==> src/sv/rffm_pkg.sv <==
package rffm_pkg;

   localparam int CORDIC_STEPS = 16;
   localparam int STEP_W = 4;
   localparam int ACC_W = 24;
   localparam int CW = 34;

   localparam logic [1:0] CSR_FEATURES = 2'd0;
   localparam logic [1:0] CSR_DIMS = 2'd1;
   localparam logic [1:0] CSR_SCALE = 2'd2;

   localparam logic signed [CW-1:0] CORDIC_X0 = 34'sh026DD3B6A;

   typedef struct packed {
      logic [ACC_W-1:0] phase;
   } job_type;

   function automatic logic [31:0] atan_turn(input logic [STEP_W-1:0] i);
      logic [31:0] r;
      case (i)
         4'd0: r = 32'h20000000;
         4'd1: r = 32'h12E4051E;
         4'd2: r = 32'h09FB385B;
         4'd3: r = 32'h051111D4;
         4'd4: r = 32'h028B0D43;
         4'd5: r = 32'h0145D7E1;
         4'd6: r = 32'h00A2F61E;
         4'd7: r = 32'h00517C55;
         4'd8: r = 32'h0028BE53;
         4'd9: r = 32'h00145F2F;
         4'd10: r = 32'h000A2F98;
         4'd11: r = 32'h000517CC;
         4'd12: r = 32'h00028BE6;
         4'd13: r = 32'h000145F3;
         4'd14: r = 32'h0000A2FA;
         default: r = 32'h0000517D;
      endcase
      return r;
   endfunction

   function automatic logic signed [15:0] scale_sat(input logic signed [CW-1:0] v,
                                                    input logic [15:0] scale);
      logic signed [51:0] p;
      logic signed [51:0] q;
      p = 52'(v) * $signed({1'b0, scale}) + 52'sd134217728;
      q = p >>> 28;
      if (q > 52'sd32767) return 16'sd32767;
      if (q < -52'sd32768) return -16'sd32768;
      return q[15:0];
   endfunction

endpackage

==> src/sv/rffm_front.sv <==
module rffm_front
   import rffm_pkg::*;
#(
   parameter int MAX_FEATURES = 16,
   parameter int MAX_DIMS = 4
) (
   input  logic                 clock,
   input  logic                 reset,
   input  logic                 in_valid,
   output logic                 in_ready,
   input  logic                 mode,
   input  logic [4:0]           feature_row,
   input  logic [2:0]           dim_index,
   input  logic signed [23:0]   frequency,
   input  logic signed [15:0]   sample,
   input  logic                 vector_end,
   input  logic [5:0]           nf,
   input  logic [3:0]           nd,
   output logic                 job_valid,
   input  logic                 job_ready,
   output job_type              job
);
   localparam int FD = MAX_FEATURES * MAX_DIMS;
   localparam int FAW = (FD > 1) ? $clog2(FD) : 1;
   localparam int RW = (MAX_FEATURES > 1) ? $clog2(MAX_FEATURES) : 1;
   localparam int DW = (MAX_DIMS > 1) ? $clog2(MAX_DIMS) : 1;

   typedef enum logic [2:0] {
      F_IDLE = 3'b001,
      F_RUN  = 3'b010,
      F_PUSH = 3'b100
   } fstate_type;

   logic signed [23:0] freq_mem [FD];
   logic signed [15:0] samp_ff [MAX_DIMS];
   fstate_type state_ff, state_in;
   logic [RW-1:0] row_ff, row_in;
   logic [DW-1:0] dim_ff, dim_in;
   logic [ACC_W-1:0] acc_ff, acc_in;
   logic signed [23:0] fq_ff;
   logic signed [15:0] sp_ff;
   logic rd_ok_ff, rd_ok_in;
   logic rd_last_ff, rd_last_in;
   logic rd_ff, rd_in;
   logic [FAW-1:0] rd_addr;
   logic signed [39:0] prod;
   logic [RW-1:0] last_row;
   logic [DW-1:0] last_dim;
   logic take;

   assign last_row = RW'(nf - 6'd1);
   assign last_dim = DW'(nd - 4'd1);
   assign in_ready = (state_ff == F_IDLE);
   assign take = in_valid && in_ready;
   assign rd_addr = FAW'(row_ff * MAX_DIMS + dim_ff);
   assign prod = fq_ff * sp_ff;
   assign job_valid = (state_ff == F_PUSH);
   assign job.phase = acc_ff;

   always_ff @(posedge clock) begin
      if (take && !mode && feature_row < MAX_FEATURES && dim_index < MAX_DIMS) begin
         freq_mem[FAW'(feature_row * MAX_DIMS + dim_index)] <= frequency;
      end
      if (take && mode && dim_index < MAX_DIMS) begin
         samp_ff[DW'(dim_index)] <= sample;
      end
      fq_ff <= freq_mem[rd_addr];
      sp_ff <= samp_ff[dim_ff];
   end

   always_comb begin
      state_in = state_ff;
      row_in = row_ff;
      dim_in = dim_ff;
      acc_in = acc_ff;
      rd_in = 1'b0;
      rd_ok_in = 1'b0;
      rd_last_in = 1'b0;
      if (rd_ok_ff) begin
         acc_in = acc_ff + prod[ACC_W-1:0];
      end
      unique case (state_ff)
         F_IDLE: begin
            if (take && mode && vector_end) begin
               state_in = F_RUN;
               row_in = '0;
               dim_in = '0;
               acc_in = '0;
               rd_in = 1'b1;
            end
         end
         F_RUN: begin
            if (rd_ff) begin
               rd_ok_in = 1'b1;
               if (dim_ff == last_dim) begin
                  rd_last_in = 1'b1;
               end else begin
                  dim_in = dim_ff + 1'b1;
                  rd_in = 1'b1;
               end
            end else if (rd_last_ff) begin
               state_in = F_PUSH;
            end
         end
         F_PUSH: begin
            if (job_ready) begin
               acc_in = '0;
               dim_in = '0;
               if (row_ff == last_row) begin
                  state_in = F_IDLE;
               end else begin
                  row_in = row_ff + 1'b1;
                  rd_in = 1'b1;
                  state_in = F_RUN;
               end
            end
         end
         default: state_in = F_IDLE;
      endcase
   end

   always_ff @(posedge clock) begin
      if (reset) begin
         state_ff <= F_IDLE;
         rd_ff <= 1'b0;
         rd_ok_ff <= 1'b0;
         rd_last_ff <= 1'b0;
      end else begin
         state_ff <= state_in;
         rd_ff <= rd_in;
         rd_ok_ff <= rd_ok_in;
         rd_last_ff <= rd_last_in;
      end
      row_ff <= row_in;
      dim_ff <= dim_in;
      acc_ff <= acc_in;
   end

`ifndef SYNTHESIS
   a_no_take_busy: assert property (@(posedge clock) disable iff (reset)
      (state_ff != F_IDLE) |-> !in_ready)
      else $error("front accepted a word while busy");
   a_push_hold: assert property (@(posedge clock) disable iff (reset)
      (job_valid && !job_ready) |=> (job_valid && $stable(acc_ff)))
      else $error("queued phase changed while stalled");
   a_rd_pipe: assert property (@(posedge clock) disable iff (reset)
      rd_ff |=> rd_ok_ff)
      else $error("memory read lost");
`endif
endmodule

==> config.mk <==
export PLATFORM = sky130hd
export DESIGN_NAME = rffm_front
export DESIGN_NICKNAME = d
export VERILOG_FILES = /design/src/sv/rffm_pkg.sv /design/src/sv/rffm_front.sv
export SDC_FILE = /design/constraint.sdc
export NUM_CORES = 2
export LEC_CHECK = 0
export ABC_AREA = 1
export BUFFER_PORTS_ARGS = -buffer_cell sky130_fd_sc_hd__buf_2
export CAP_MARGIN = 25
export CORE_UTILIZATION = 50
export CTS_CLUSTER_DIAMETER = 150
export DETAILED_ROUTE_END_ITERATION = 10
export PLACE_DENSITY = 0.76
export REMOVE_ABC_BUFFERS = 1
export SYNTH_ARGS = -nofsm -noshare
export SYNTH_HDL_FRONTEND = slang
export SYNTH_SLANG_ARGS = --single-unit
==> constraint.sdc <==
create_clock -name clock -period 5.2 [get_ports clock]
set_input_delay 0.78 -clock clock [delete_from_list [all_inputs] [get_ports clock]]
set_output_delay 0.78 -clock clock [all_outputs]
set_load 0.05 [all_outputs]
== Word level (Yosys, flattened, before mapping) ==
Memory sizes are Yosys's and may differ from the RTL's. A register that Yosys moved wholly into a read port is not among the register bits.
Cells that the tools add are included.

* Word-level logic and storage cells: 79
* Flip-flop bits (word level): 36
* Bits in writable memories: 1600
* Memories kept: 2
* Input bits: 64

{| class="wikitable"
|+ Memory list
! memory !! depth !! bits a word !! read ports !! clocked after memory_dff !! write ports !! line !! RTL
|-
| freq_mem || 64 || 24 || 1 || 1 || 1 || rffm_front.sv:34 || <nowiki>logic signed [23:0] freq_mem [FD];</nowiki>
|-
| samp_ff || 4 || 16 || 1 || 1 || 1 || rffm_front.sv:35 || <nowiki>logic signed [15:0] samp_ff [MAX_DIMS];</nowiki>
|}

* Magnitude comparators: 2
* Multipliers: 1
* Bitwise operators: 2
* Eq/ne operators: 12
* $add $sub $neg: 7
* Muxes and demuxes: 31
* Reductions and logical operators: 15

{| class="wikitable"
|+ Operators by type and width
! cell !! count
|-
| 24-bit two-way mux || 3
|-
| 24-bit one-hot mux with 2 select lines || 1
|-
| 24-bit adder || 1
|-
| 24-bit by 16-bit multiplier with 24-bit output || 1
|-
| 3-bit two-way mux || 4
|-
| 4-bit two-way mux || 3
|-
| 1-bit two-way mux || 11
|-
| 2-bit two-way mux || 5
|-
| 2-bit inequality test, second input constant || 5
|-
| 3-bit one-hot mux with 3 select lines || 1
|-
| 4-bit one-hot mux with 2 select lines || 1
|-
| 4-bit AND reduction || 2
|-
| 1-bit logical AND || 7
|-
| 6-bit by 2-bit adder with 6-bit output || 1
|-
| 6-bit by 3-bit adder with 6-bit output || 1
|-
| 2-bit one-hot mux with 3 select lines || 1
|-
| 5-bit less-than comparator, second input constant || 1
|-
| 5-bit AND reduction || 1
|-
| 4-bit by 1-bit adder with 4-bit output, second input constant || 1
|-
| 4-bit == test || 1
|-
| 2-bit by 1-bit inequality test with 1-bit output, second input constant || 2
|-
| 4-bit by 1-bit subtractor with 4-bit output, second input constant || 1
|-
| 3-bit by 1-bit == test with 1-bit output, second input constant || 1
|-
| 3-bit by 2-bit == test with 1-bit output, second input constant || 1
|-
| 12 further kinds || 13
|}

== Depth between registers and ports, before layout ==
* Depth after elaboration: 7
* Depth in mapped cells: 31
* Mapped depth without buffers: 30

== Worst setup path before layout ==
Ideal clock, no wire load.

* Path type: register to register
* Start point: register fq_ff[7] (read register of freq_mem)
* End point: register acc_ff[21], in the netlist job[21]
* Cell stages (with the launch flop): 27
* Path slack: -0.247 ns
* Arrival time: 5.339 ns
* Path buffers: 2
* Setup time: 0.109 ns
* Path through: dfxtp_1 -> clkbuf_1 -> clkbuf_1 -> nand2_1 -> fa_1 -> inv_1 -> fa_1 -> inv_1 -> fa_1 -> inv_1 -> fa_1 -> fa_1 -> inv_1 -> fa_1 -> inv_1 -> ha_1 -> a21oi_1 -> a21boi_0 -> nand2_1 -> a21oi_1 -> o21bai_1 -> nand2_1 -> nand2_1 -> nand2_1 -> nand3_1 -> nand2_1 -> inv_1

* Cells in the longest elaborated chain, start to end: 5
* Elaborated cells between the ends (all ways): 6

{| class="wikitable"
|+ Ends and longest elaborated chain
! what !! line !! RTL
|-
| start, declared || rffm_front.sv:40 || <nowiki>logic signed [23:0] fq_ff;</nowiki>
|-
| 24-bit by 16-bit multiplier with 24-bit output (*) || rffm_front.sv:56 || <nowiki>assign prod = fq_ff * sp_ff;</nowiki>
|-
| 24-bit adder (*) || rffm_front.sv:80 || <nowiki>acc_in = acc_ff + prod[ACC_W-1:0];</nowiki>
|-
| 24-bit two-way mux (*) || rffm_front.sv:79 || <nowiki>if (rd_ok_ff) begin</nowiki>
|-
| 24-bit two-way mux (on tied branches) || rffm_front.sv:106, rffm_front.sv:84 ||
|-
| 24-bit one-hot mux with 2 select lines (*) || rffm_front.sv:82 || <nowiki>unique case (state_ff)</nowiki>
|-
| named net acc_in[21] || rffm_front.sv:39 || <nowiki>logic [ACC_W-1:0] acc_ff, acc_in;</nowiki>
|-
| end signal, assigned || rffm_front.sv:136 || <nowiki>acc_ff <= acc_in;</nowiki>
|-
| end, declared || rffm_front.sv:39 ||
|}

Mark *: on every way through the listed nets, which the timed path passes. The rest lies on a longest branch.
A chain may end at the register's enable or synchronous reset.

== Worst setup path after layout ==
* Start point: register fq_ff[6] (read register of freq_mem)
* End point: register acc_ff[23], in the netlist job[23]

Same word-level chain as after synthesis.

==> results.sh <==
export IMPL_relSlewSlack=0.288
export IMPL_violations="negative setup slack"
export IMPL_synth_cell_type_count=46
export IMPL_fp_dieH_um=387
export IMPL_fin_crit_ns=5.37
export IMPL_drtIter0Drc=5834
export IMPL_critPathMaxFanout=4
export IMPL_initial_core_util=0.505
export IMPL_critical_path_arrival_ns=6.06
export IMPL_finalWirelength_um=196000
export IMPL_port_buffers=85
export IMPL_die_w_um=387
export IMPL_ys_seq_area_frac=0.671
export IMPL_setup_viol=4
export IMPL_mostFrequentLayoutCells="edfxtp_1, nor2_1, o21ai_0"
export IMPL_syn_to_final_growth_pct=13.5
export IMPL_dp_hpwl_um=114000
export IMPL_post_route_period_util=1.03
export IMPL_slew_viol_final=0
export IMPL_io_pins=90
export IMPL_core_um2=146000
export IMPL_antenna_found_initial=10
export IMPL_worst_slack_ns=-0.172
export IMPL_fin_skew_ns=0.0631
export IMPL_cts_tree="yes"
export IMPL_gp_congestion=0.929
export IMPL_ys_ff_latch=1676
export IMPL_core_rowCount=140
export IMPL_clkTransAtPathRegs_ns=0.06
export IMPL_grt_usage=0.258
export IMPL_endpoint_kind="flop"
export IMPL_crit_top_cell="fa_1"
export IMPL_grt_max_degree=196
export IMPL_die_area_um2=149000
export IMPL_final_common_cell="edfxtp_1"
export IMPL_drc=0
export IMPL_syn_inst=6062
export IMPL_grt_pass1_vias=48500
export IMPL_required_ns=5.89
export IMPL_startpoint_type="flop"
export IMPL_gr_total_overflow=0
export IMPL_max_cap_violations=0
export IMPL_vias_per_cell=6.00
export IMPL_path_class="reg2reg"
export IMPL_tns_ns=-0.346
export IMPL_drive_gt1_frac=0.132
export IMPL_postCtsHoldBufs=0
export IMPL_clock_latency_ns=0.83
export IMPL_yosysWarnings=0
export IMPL_rsz0062_at_grt="true"
export IMPL_vias=49500
export IMPL_hold_viol=0
export IMPL_clock_fmax_ghz=0.186
export IMPL_cts_root_buf="clkbuf_16"
export IMPL_cts_max_level=4
export IMPL_mappedNetlistArea_um2=73900
export IMPL_clockBufferDepth=3
export IMPL_first_pass_iters=6
export IMPL_cts_sinks=1676
export IMPL_critPathSlowestCell="fa_1"
export IMPL_cpPeakStageDelay_ns=0.52
export IMPL_grt_pass1_wl_um=291000
export IMPL_hold_class="in2reg"
export IMPL_routedWlPerCell_um=23.7
export IMPL_status="complete, but fails checks"
export IMPL_cp_num_buf_inv=11
export IMPL_crit_family="adder cells"
export IMPL_nNetsFinal=6568
export IMPL_worst_pin_slew_ns=1.06
export IMPL_antenna_left=0
export IMPL_synth_area_per_cell_um2=12.2
export IMPL_cts_buffers=162
cell usage after synthesis (all sizes together):
master     n  area [µm²]
inv      544        2040
a211oi     3        22.5
or2        8        50.1
nor4       2        12.5
edfxtp  1606       48200
a21o       3        22.5
nand4      5        31.3
nand2    494        1850
o21ai    826        4130
ha        85        1060
nor2     925        3480
o211ai    48         360
nand3b     3        22.5
xor2       9        78.8
a221oi     1        8.76
o221ai   151        1320
xnor2     12         105
a31o       1        8.76
and3       2        12.5
buf      118         731
o21bai     1        7.51
o22ai    249        1560
dfxtp     70        1400
a21boi     2        15.0
and2       1        6.26
or3        1        6.26
a21oi    134         674
nand3    247        1240
nor3      19         100
clkbuf   275        1030
clkinv     1        3.75
a311oi     1        8.76
o31ai      1        7.51
fa       214        4280
flip-flops by register name, indices dropped and copies added (netlist names):
signal,count
dim_ff,2
fq_ff,24
freq_mem,1536
job,24
rd_ff,1
rd_last_ff,1
rd_ok_ff,1
row_ff,4
samp_ff,64
sp_ff,16
state_ff,3
through the flow:
| stage | hold slack [ns] | std cells | worst slack (ns) | cell area [µm²] | util |
|---|---|---|---|---|---|
| detailed placement | 0.487 | 7943 | -0.460 | 77600 | 0.531 |
| finish | 0.220 | 8257 | -0.172 | 83900 | 0.574 |
| global route | 0.192 | 8257 | -0.376 | 83900 | 0.574 |
| CTS | 0.175 | 8244 | -0.143 | 83300 | 0.570 |
| floorplan | 0.459 | 5669 | -27.47 | 72200 | - |
| global placement | 0.482 | 7942 | -0.424 | 77600 | 0.531 |
cell type report:
| type | instances | area, µm² |
|---|---|---|
| Timing Repair Buffer | 372 | 3090 |
| Fill cell | 10900 | 62300 |
| Inverter | 545 | 2070 |
| Clock inverter | 95 | 1120 |
| Multi-Input combinational cell | 3448 | 21300 |
| Tap cell | 1917 | 2400 |
| Antenna cell | 2 | 5.00 |
| Sequential cell | 1676 | 49700 |
| Clock buffer | 202 | 4250 |
path summary, 6_finish.rpt:
| path | startpoint | to | slack (ns) | depth (start not counted) |
|---|---|---|---|---|
| hold reg to reg | samp_ff[0][14] | sp_ff[14] | 0.49 | 2 |
| setup / recovery | fq_ff[6] | job[23] | -0.17 | 25 |
| hold / removal | sample[1] | samp_ff[3][1] | 0.22 | 1 |
| setup reg to reg | fq_ff[6] | job[23] | -0.17 | 25 |
cells by family after synthesis:
| kind of cell | count (synthesis) | synth area share |
|---|---|---|
| AOI/OAI and AO/OA | 1421 | 0.110 |
| xor gates and xnor gates | 21 | 0.00249 |
| buffers and inverters | 938 | 0.0515 |
| and+or+nand+nor | 1707 | 0.0922 |
| adders and majority gates | 299 | 0.0723 |
| DFF | 1676 | 0.671 |
per-layer routing:
layer	part of all wire	track usage
met5	0.00057	0
met2	0.47	0.419
met4	0.051	0.127
met3	0.11	0.0520
met1	0.37	0.331
timing repair:
action	CTS	global route
gates cloned	0	1
setup endpoints to repair	12	13
buffers inserted	4	10
resized for setup	88	147
pin swaps	23	74
endpoints found under the hold margin	0	0
Power is not shown: default switching activity piles up to over one toggle a cycle in this logic, so the estimate is an artifact.
